`src/rtl/tbu_pkg.sv`:
```
// tbu_pkg: shared types and constants for the terminal byte utf8 classifier
// used by tbu_decode, tbu_out_buf and terminal_byte_utf8_classifier_unit
package tbu_pkg;

  typedef enum logic [2:0] {
    EK_ECHO    = 3'd0,
    EK_CODE    = 3'd1,
    EK_ESC     = 3'd2,
    EK_INVALID = 3'd3,
    EK_UNKNOWN = 3'd4
  } event_kind_e;

  localparam int unsigned ValueW = 31;
  localparam int unsigned CntW   = 3;

  localparam logic [7:0] ByteBel    = 8'h07;
  localparam logic [7:0] ByteBs     = 8'h08;
  localparam logic [7:0] ByteWsLast = 8'h0D;
  localparam logic [7:0] ByteEsc    = 8'h1B;
  localparam logic [7:0] BytePrFirst = 8'h20;
  localparam logic [7:0] BytePrLast  = 8'h7E;
  localparam logic [7:0] Lead6 = 8'b1111_1100;
  localparam logic [7:0] Lead5 = 8'b1111_1000;
  localparam logic [7:0] Lead4 = 8'b1111_0000;
  localparam logic [7:0] Lead3 = 8'b1110_0000;
  localparam logic [7:0] Lead2 = 8'b1100_0000;
  localparam logic [7:0] ContMark = 8'b1000_0000;
  localparam logic [7:0] ContBits = 8'b0011_1111;

  typedef struct packed {
    event_kind_e         kind;
    logic [ValueW-1:0]   value;
    logic                last;
  } result_t;

  typedef struct packed {
    logic [CntW-1:0]   remaining;
    logic [ValueW-1:0] acc;
    logic [CntW-1:0]   taken;
  } seq_state_t;

  // results produced by one item, slot 0 first
  typedef struct packed {
    logic [1:0] n;
    result_t    r1;
    result_t    r0;
  } load_t;

  typedef struct packed {
    logic [1:0] cnt;
    logic       room;
  } buf_status_t;

endpackage

```
`src/rtl/terminal_byte_utf8_classifier_unit.sv`:
```
// terminal_byte_utf8_classifier_unit: top level, input register, sequence state, result buffer
// depends on tbu_pkg, tbu_decode, tbu_out_buf
//
//  channel | handshake              | payload
//  in      | in_valid_i, in_ready_o | in_byte_i
//  out     | out_valid_o,out_ready_i| event_kind_o, event_value_o, last_of_run_o
//
// a byte is held in the input register, then is decoded into the result
// buffer, which drives the output channel
// one byte per cycle while each byte yields at most one result and out_ready_i is
// high; a byte with two results holds the input register while the buffer drains
// reset clears the input register, the sequence state and the result buffer
// a stalled output backs up into the input register and then drops in_ready_o
module terminal_byte_utf8_classifier_unit (
  input  logic        clk_i,
  input  logic        rst_ni,
  input  logic        in_valid_i,
  output logic        in_ready_o,
  input  logic [7:0]  in_byte_i,
  output logic        out_valid_o,
  input  logic        out_ready_i,
  output logic [2:0]  event_kind_o,
  output logic [30:0] event_value_o,
  output logic        last_of_run_o
);

  logic                 vld_q;
  logic [7:0]           byte_q;
  logic                 move;
  tbu_pkg::seq_state_t  st_q, st_d;
  tbu_pkg::load_t       load;
  tbu_pkg::result_t     res;
  tbu_pkg::buf_status_t status;

  assign move       = vld_q && status.room;
  assign in_ready_o = !vld_q || move;

  tbu_decode u_decode (
    .byte_i  (byte_q),
    .state_i (st_q),
    .state_o (st_d),
    .load_o  (load)
  );

  tbu_out_buf u_out_buf (
    .clk_i       (clk_i),
    .rst_ni      (rst_ni),
    .load_i      (move),
    .load_data_i (load),
    .out_ready_i (out_ready_i),
    .out_valid_o (out_valid_o),
    .res_o       (res),
    .status_o    (status)
  );

  always_ff @(posedge clk_i or negedge rst_ni) begin
    if (!rst_ni) begin
      vld_q <= 1'b0;
      st_q  <= '0;
    end else begin
      if (in_ready_o) begin
        vld_q <= in_valid_i;
      end
      if (move) begin
        st_q <= st_d;
      end
    end
  end

  always_ff @(posedge clk_i) begin
    if (in_valid_i && in_ready_o) begin
      byte_q <= in_byte_i;
    end
  end

  assign event_kind_o  = res.kind;
  assign event_value_o = res.value;
  assign last_of_run_o = res.last;

  a_cnt_range: assert property (@(posedge clk_i) disable iff (!rst_ni)
    status.cnt != 2'd3)
    else $error("result buffer count out of range");

  a_head_not_last: assert property (@(posedge clk_i) disable iff (!rst_ni)
    status.cnt == 2'd2 |-> !last_of_run_o)
    else $error("first of two results flagged last");

  a_seq_len: assert property (@(posedge clk_i) disable iff (!rst_ni)
    st_q.remaining != 3'd0 |-> ({1'b0, st_q.remaining} + {1'b0, st_q.taken}) == 4'd6 ||
      ({1'b0, st_q.remaining} + {1'b0, st_q.taken}) < 4'd6)
    else $error("sequence length exceeds six bytes");

  a_no_load_when_full: assert property (@(posedge clk_i) disable iff (!rst_ni)
    status.cnt == 2'd2 |-> !move)
    else $error("item loaded into full result buffer");

endmodule

```
`src/rtl/tbu_decode.sv`:
```
// tbu_decode: one-pass classification of a byte against the open sequence state
// depends on tbu_pkg
module tbu_decode (
  input  logic [7:0]          byte_i,
  input  tbu_pkg::seq_state_t state_i,
  output tbu_pkg::seq_state_t state_o,
  output tbu_pkg::load_t      load_o
);

  logic                          seq_open;
  logic                          is_cont;
  logic [tbu_pkg::ValueW-1:0]    acc_shift;
  tbu_pkg::result_t              fresh_res;
  logic                          fresh_has;
  tbu_pkg::seq_state_t           fresh_state;
  tbu_pkg::result_t              inv_res;

  assign seq_open  = (state_i.remaining != '0);
  assign is_cont   = ((byte_i & ~tbu_pkg::ContBits) == tbu_pkg::ContMark);
  assign acc_shift = {state_i.acc[tbu_pkg::ValueW-7:0], byte_i[5:0]};

  // handling of a byte with no sequence open
  always_comb begin
    fresh_res.kind  = tbu_pkg::EK_UNKNOWN;
    fresh_res.value = {{(tbu_pkg::ValueW-8){1'b0}}, byte_i};
    fresh_res.last  = 1'b1;
    fresh_has       = 1'b1;
    fresh_state     = '0;
    if ((byte_i >= tbu_pkg::BytePrFirst && byte_i <= tbu_pkg::BytePrLast) ||
        (byte_i >= tbu_pkg::ByteBs && byte_i <= tbu_pkg::ByteWsLast)) begin
      fresh_res.kind = tbu_pkg::EK_ECHO;
    end else if (byte_i == tbu_pkg::ByteBel) begin
      fresh_has = 1'b0;
    end else if (byte_i == tbu_pkg::ByteEsc) begin
      fresh_res.kind = tbu_pkg::EK_ESC;
    end else if (byte_i >= tbu_pkg::Lead2) begin
      fresh_has         = 1'b0;
      fresh_state.taken = 3'd1;
      if (byte_i >= tbu_pkg::Lead6) begin
        fresh_state.remaining = 3'd5;
        fresh_state.acc       = {{(tbu_pkg::ValueW-1){1'b0}}, byte_i[0]};
      end else if (byte_i >= tbu_pkg::Lead5) begin
        fresh_state.remaining = 3'd4;
        fresh_state.acc       = {{(tbu_pkg::ValueW-2){1'b0}}, byte_i[1:0]};
      end else if (byte_i >= tbu_pkg::Lead4) begin
        fresh_state.remaining = 3'd3;
        fresh_state.acc       = {{(tbu_pkg::ValueW-3){1'b0}}, byte_i[2:0]};
      end else if (byte_i >= tbu_pkg::Lead3) begin
        fresh_state.remaining = 3'd2;
        fresh_state.acc       = {{(tbu_pkg::ValueW-4){1'b0}}, byte_i[3:0]};
      end else begin
        fresh_state.remaining = 3'd1;
        fresh_state.acc       = {{(tbu_pkg::ValueW-5){1'b0}}, byte_i[4:0]};
      end
    end
  end

  always_comb begin
    inv_res.kind  = tbu_pkg::EK_INVALID;
    inv_res.value = {{(tbu_pkg::ValueW-tbu_pkg::CntW){1'b0}}, state_i.taken};
    inv_res.last  = ~fresh_has;
  end

  always_comb begin
    state_o   = fresh_state;
    load_o    = '0;
    if (seq_open && is_cont) begin
      if (state_i.remaining == 3'd1) begin
        // final continuation byte closes the code point
        state_o         = '0;
        load_o.n        = 2'd1;
        load_o.r0.kind  = tbu_pkg::EK_CODE;
        load_o.r0.value = acc_shift;
        load_o.r0.last  = 1'b1;
      end else begin
        state_o.remaining = state_i.remaining - 3'd1;
        state_o.acc       = acc_shift;
        state_o.taken     = state_i.taken + 3'd1;
      end
    end else if (seq_open) begin
      // broken sequence: report it, then treat the byte as fresh
      load_o.r0 = inv_res;
      load_o.r1 = fresh_res;
      load_o.n  = fresh_has ? 2'd2 : 2'd1;
    end else begin
      load_o.r0 = fresh_res;
      load_o.n  = fresh_has ? 2'd1 : 2'd0;
    end
  end

endmodule

```
`src/rtl/tbu_out_buf.sv`:
```
// tbu_out_buf: two-slot result register feeding the output channel
// depends on tbu_pkg
module tbu_out_buf (
  input  logic                 clk_i,
  input  logic                 rst_ni,
  input  logic                 load_i,
  input  tbu_pkg::load_t       load_data_i,
  input  logic                 out_ready_i,
  output logic                 out_valid_o,
  output tbu_pkg::result_t     res_o,
  output tbu_pkg::buf_status_t status_o
);

  tbu_pkg::result_t s0_q, s0_d, s1_q, s1_d;
  logic [1:0]       cnt_q, cnt_d;
  logic             pop;

  assign out_valid_o   = (cnt_q != 2'd0);
  assign pop           = out_valid_o && out_ready_i;
  assign res_o         = s0_q;
  // room for a whole item's results once the current head leaves
  assign status_o.room = (cnt_q == 2'd0) || (cnt_q == 2'd1 && out_ready_i);
  assign status_o.cnt  = cnt_q;

  always_comb begin
    s0_d  = s0_q;
    s1_d  = s1_q;
    cnt_d = cnt_q;
    if (load_i) begin
      s0_d  = load_data_i.r0;
      s1_d  = load_data_i.r1;
      cnt_d = load_data_i.n;
    end else if (pop) begin
      s0_d  = s1_q;
      cnt_d = cnt_q - 2'd1;
    end
  end

  always_ff @(posedge clk_i or negedge rst_ni) begin
    if (!rst_ni) begin
      cnt_q <= 2'd0;
    end else begin
      cnt_q <= cnt_d;
    end
  end

  always_ff @(posedge clk_i) begin
    s0_q <= s0_d;
    s1_q <= s1_d;
  end

endmodule

```
`config.mk`:
```
export PLATFORM = sky130hd
export DESIGN_NAME = terminal_byte_utf8_classifier_unit
export DESIGN_NICKNAME = d
export VERILOG_FILES = /design/src/rtl/tbu_pkg.sv /design/src/rtl/terminal_byte_utf8_classifier_unit.sv /design/src/rtl/tbu_decode.sv /design/src/rtl/tbu_out_buf.sv
export SDC_FILE = /design/constraint.sdc
export NUM_CORES = 1
export LEC_CHECK = 0
export BUFFER_PORTS_ARGS = -buffer_cell sky130_fd_sc_hd__buf_2
export CAP_MARGIN = 20
export CELL_PAD_IN_SITES_DETAIL_PLACEMENT = 0
export CELL_PAD_IN_SITES_GLOBAL_PLACEMENT = 2
export CORE_ASPECT_RATIO = 0.9
export CORE_MARGIN = 1
export CORE_UTILIZATION = 39
export DETAILED_ROUTE_END_ITERATION = 10
export GPL_ROUTABILITY_DRIVEN = 1
export HOLD_SLACK_MARGIN = 0.05
export PLACE_DENSITY = 0.84
export SLEW_MARGIN = 20
export SYNTH_ARGS = -nofsm -noshare
export SYNTH_HDL_FRONTEND = slang
export SYNTH_SLANG_ARGS = --single-unit
```
`constraint.sdc`:
```
create_clock -name clk_i -period 2.15 [get_ports clk_i]
set_input_delay 0.3225 -clock clk_i [delete_from_list [all_inputs] [get_ports clk_i]]
set_output_delay 0.3225 -clock clk_i [all_outputs]
set_load 0.02 [all_outputs]
```
=== Word level (Yosys, flattened, before mapping) ===
Cells that the tools add are included.

* Add/subtract/negate cells: 3
* Multipliers: 0
* Divide/modulo/power cells: 0
* $lt $le $gt $ge: 9
* Eq/ne operators: 5
* Shift operators: 0
* Muxes and demuxes: 30
* Bitwise logic cells: 2
* Reductions and logical operators: 16

{| class="wikitable"
|+ Operator list
! cell !! number
|-
| $mux 37 || 6
|-
| $mux 35 || 4
|-
| $mux 33 || 3
|-
| $mux 34 || 2
|-
| $ge 8x8->1 const B || 5
|-
| $mux 2 || 5
|-
| $mux 3 || 3
|-
| $eq 8x3->1 const B || 1
|-
| $eq 8x5->1 const B || 1
|-
| $ge 8x4->1 const B || 1
|-
| $ge 8x6->1 const B || 1
|-
| $le 8x4->1 const B || 1
|-
| $le 8x7->1 const B || 1
|-
| $logic_and 1x1->1 || 7
|-
| $mux 1 || 7
|-
| $reduce_bool 2->1 || 2
|-
| $add 3x1->3 const B || 1
|-
| $eq 3x1->1 const B || 1
|-
| $logic_or 1x1->1 || 3
|-
| $reduce_bool 3->1 || 1
|-
| $sub 3x1->3 const B || 1
|-
| $eq 2x1->1 const B || 1
|-
| $eq 2x2->1 const B || 1
|-
| $logic_not 2->1 || 1
|-
| other kinds (4) || 5
|}

* Register bits after elaboration: 112
* Bits in latches: 0
* Bits in writable memories: 0
* Bits in read-only memories: 0
* Input port bits: 12
* Output and inout bits: 37
* Logic and storage cells: 78
* Memories kept: 0

=== Depth between registers and ports, before layout ===
* Depth after elaboration: 10
* Mapped depth: 9
* Mapped depth without buffers: 8

=== Cells and area by module ===
From an unflattened synthesis, not the netlist that was laid out.

* Cells, all modules: 385
* Area, all modules: 5491.5 um^2

{| class="wikitable"
|+ By module, submodules not included
! module !! times used !! cells an instance !! area each (um^2) !! sequential area each (um^2)
|-
| tbu_out_buf || 1 || 128 || 2676.3 || 2152.1
|-
| terminal_byte_utf8_classifier_unit || 1 || 92 || 1745.4 || 1191.1
|-
| tbu_decode || 1 || 165 || 1069.8 || 0.0
|}

=== Least setup slack after synthesis ===
OpenSTA, ideal clock, no wires.

* Path type: register to register
* Start: reg byte_q[6]
* End: reg u_out_buf.cnt_q[0]
* Arrival: 1.845 ns
* Slack: 0.184 ns
* Cell stages (with the launch flop): 8
* Path buffers: 1
* Clock period less this slack: 1.966 ns
* Path through: edfxtp_1 buf_2 or3_1 o41a_2 ha_1 a21oi_1 o21ai_0 o211a_1

* Longest elaborated chain between the ends: 9
* Elaborated cells between the ends (all ways): 21
* Classes of those cells: order compare: 5; eq/ne: 3; mux: 9; reduce/logical: 4

{| class="wikitable"
|+ Ends and longest elaborated chain
! element !! line !! source
|-
| start, declared || terminal_byte_utf8_classifier_unit.sv:28 || <nowiki>logic [7:0] byte_q;</nowiki>
|-
| start signal, assigned || terminal_byte_utf8_classifier_unit.sv:72 || <nowiki>byte_q <= in_byte_i;</nowiki>
|-
| $ge 8x8->1 || tbu_decode.sv:36 || <nowiki>end else if (byte_i >= tbu_pkg::Lead2) begin</nowiki>
|-
| $mux 1 || tbu_decode.sv:36 ||
|-
| $mux 1 || tbu_decode.sv:34 || <nowiki>end else if (byte_i == tbu_pkg::ByteEsc) begin</nowiki>
|-
| $mux 1 || tbu_decode.sv:32 || <nowiki>end else if (byte_i == tbu_pkg::ByteBel) begin</nowiki>
|-
| $mux 1 || tbu_decode.sv:29 || <nowiki>if ((byte_i >= tbu_pkg::BytePrFirst && byte_i <= tbu_pkg::BytePrLast) ||</nowiki>
|-
| $mux 1 or $mux 2 (tied branches) || tbu_decode.sv:87, tbu_decode.sv:84 ||
|-
| $mux 2 || tbu_decode.sv:80 || <nowiki>end else if (seq_open) begin</nowiki>
|-
| $mux 2 (*) || tbu_decode.sv:67 || <nowiki>if (seq_open && is_cont) begin</nowiki>
|-
| $mux 2 (*) || tbu_out_buf.sv:29 || <nowiki>if (load_i) begin</nowiki>
|-
| end signal, assigned || tbu_out_buf.sv:43 || <nowiki>cnt_q <= cnt_d;</nowiki>
|-
| end, declared || tbu_out_buf.sv:15 || <nowiki>logic [1:0] cnt_q, cnt_d;</nowiki>
|}

Mark *: on every way between the ends. The rest lies on a longest branch, timed or not.
A chain may end at the register's enable or synchronous reset.

=== Worst setup path in the final report ===
Ends and elaborated chain as after synthesis.

==> out/metrics.cfg <==
[placement]
gp_congestion=0.8648
place_hpwl_mm=4.883
place_area_um2=4229
place_ws_ps=81.18
dp_cells=465
port_buffers=48

[synthesis]
synth_edf_count=54
syn_avg_cell_area_um2=12.90
synth_cells=290
syn_area_um2=3741
synth_fp_nets=309
yosysTopAreaCell=edfxtp_1
yosysUniqueCellTypes=47
yosysSeqAreaShare_pct=66.09
async_reset_ff_share_pct=38.64
synthFlopType=edfxtp_1
synth.area.top_cells=edfxtp_1 (43%), dfrtp_1 (23%), a22o_1 (5.2%), and2_1 (4.2%), nand2_1 (2.6%)
ys_ff_latch=88
netlist.area_leader.share_pct=43.34
ys.warnings.count=0

[power_and_ir_drop]
p_sw_mw=2.435
comb_power_share_pct=39.9
irDropWorstVdd_mv=0.7796
swShare_pct=38.92
power_mw=6.257
powerDensity_nw_per_um2=1401
internal_power_mw=3.822
p_leak_nw=1.947
power_frac_seq_pct=42.4
clkPwrFrac_pct=17.8

[critical_path]
worstSetupPathType=reg2reg
worstPathRequired_ps=2410
crit_arrival_ps=2270
crit_path_end_kind=register
worstSetupStartpointType=register
critPathMaxFanout=4

[final_layout]
instances_no_fill=482
areaGrowthSynthToFinish_pct=19.36
fin_area_um2=4466
final_util_pct=48.50
nNetsFinal=374
multi_input_area_um2=1129
fill_cells=821
final_common_cell=edfxtp_1
antenna_cells=0
final_cell_mix=edfxtp_1 (54), buf_2 (48), dfrtp_1 (34)
register_area_um2=2472
drive_above_1_share_pct=28.61

[routing]
vias_per_cell=5.046
ant_nets=0
dr.pass1.iters=4
routedWlPerCell_um=15.14
wirelength_mm=7.297
vias=2432
first_iter_violations=165
route.detailed.drc=0

[cts]
clk_pin_slew_worst_paths_ps=100
cts_resized=0
cts_setup_buffers=0
cts-buffers-inserted=9
htree_levels=3
clk_latency_ps=360
ctsLongestPathBuffers=2
clock_sinks=88
cts_root_buf=clkbuf_8
cts_tree=yes
cts_hold_buf=0

[sta]
skew_ps=8.323
finalHoldViolCount=0
maxSlewHeadroom_pct=46.60
holdWs_ps=41.01
max_freq_mhz=495.8
slew_viol_final=0
finalWorstPathRequiredPeriod_ps=2017
setup_violations=0
rsz0062_at_grt=no
worst_slew_pin_slew_ps=801.0
fin_setup_tns_ps=0
fin_crit_sh_pct=93.80
fin_ws_ps=133.2

[global_routing]
grt_overflow_total=0
grt_start_max_net_pins=42
grt_pass1_wl_mm=12.13
grt_pass1_vias=2374
grt_usage_pct=16.07
antenna_found_initial=0

[run]
max_cap_violations=0

[floorplan]
fp-row-count=33
die_h_um=94.92
coreArea_um2=9208
pin_count=49
dieArea_um2=9989
start_util_pct=40.63
die-width_um=105.2

[hold_path]
hold_path.class=in2async

[run_status]
outcome=completed

## flip-flops by register name, summed over array words and instances (netlist names)
name             flops
u_out_buf.res_o     35
st_q                31
u_out_buf.s1_q      11
byte_q               8
u_out_buf.cnt_q      2
vld_q                1
## logic make-up (layout without fill, tap and decap cells)
group	Yosys count	after routing	synth area share (%)
adders and majority gates	7	7	2.341
DFF	88	88	66.09
and+or+nand+nor	94	94	13.01
AOI/OAI and AO/OA	68	68	13.85
buffers and inverters	31	101	4.114
muxes	2	2	0.6020
## routing by layer
metal	share of wire, %	global-route usage (%)
met5	0	0
met4	1.1	6.221
met3	4.7	3.313
met2	46	25.88
met1	49	21.51
## layout make-up
class / count / share of cell area [%]
clock buffers: 9 / 2.774
clock inverters: 7 / 1.625
inverters: 13 / 1.093
multi-input cells: 171 / 25.27
flip-flops and latches: 88 / 55.37
well taps: 122 / 3.418
repair buffers: 72 / 10.45
## cells in the mapped netlist, drive strengths merged, types with 3 or more instances
cell type,count
edfxtp,54
dfrtp,34
nand2,27
and2,25
a22o,22
nor2,16
o21ai,15
inv,13
buf,12
nand3,8
ha,7
a21oi,6
and3,6
clkbuf,6
a221oi,3
nand2b,3
nor3,3
o31ai,3
## final timing paths
kind | startpoint | endpoint | slack (ps) | cells past startpoint
max in group asynchronous | rst_ni | st_q[25] | 1600 | 1
worst min register to register | st_q[35] | st_q[35] | 490 | 2
worst max-delay path | byte_q[6] | u_out_buf.cnt_q[0] | 130 | 6
min in group clk_i | in_byte_i[7] | byte_q[7] | 130 | 1
worst min-delay path | rst_ni | st_q[36] | 40 | 1
worst max register to register | byte_q[6] | u_out_buf.cnt_q[0] | 130 | 6
## power groups by stage
stage	Sequential (mW)	Combinational, mW	Clock [mW]
3_3_place_gp	2.68	2.40	0
2_1_floorplan	2.95	1.30	0
3_5_place_dp	2.70	2.42	0
4_1_cts	2.66	2.43	1.15
6_report	2.65	2.49	1.11
5_1_grt	2.71	2.78	1.21
## critical path, stage by stage (launching register included)
cell      delay, ps
edfxtp_1        430
or3_1           430
o41a_2          390
ha_1            300
a21oi_1         120
o21ai_0         110
o211a_1         140
Note: power is estimated with default switching activity, not from simulation.
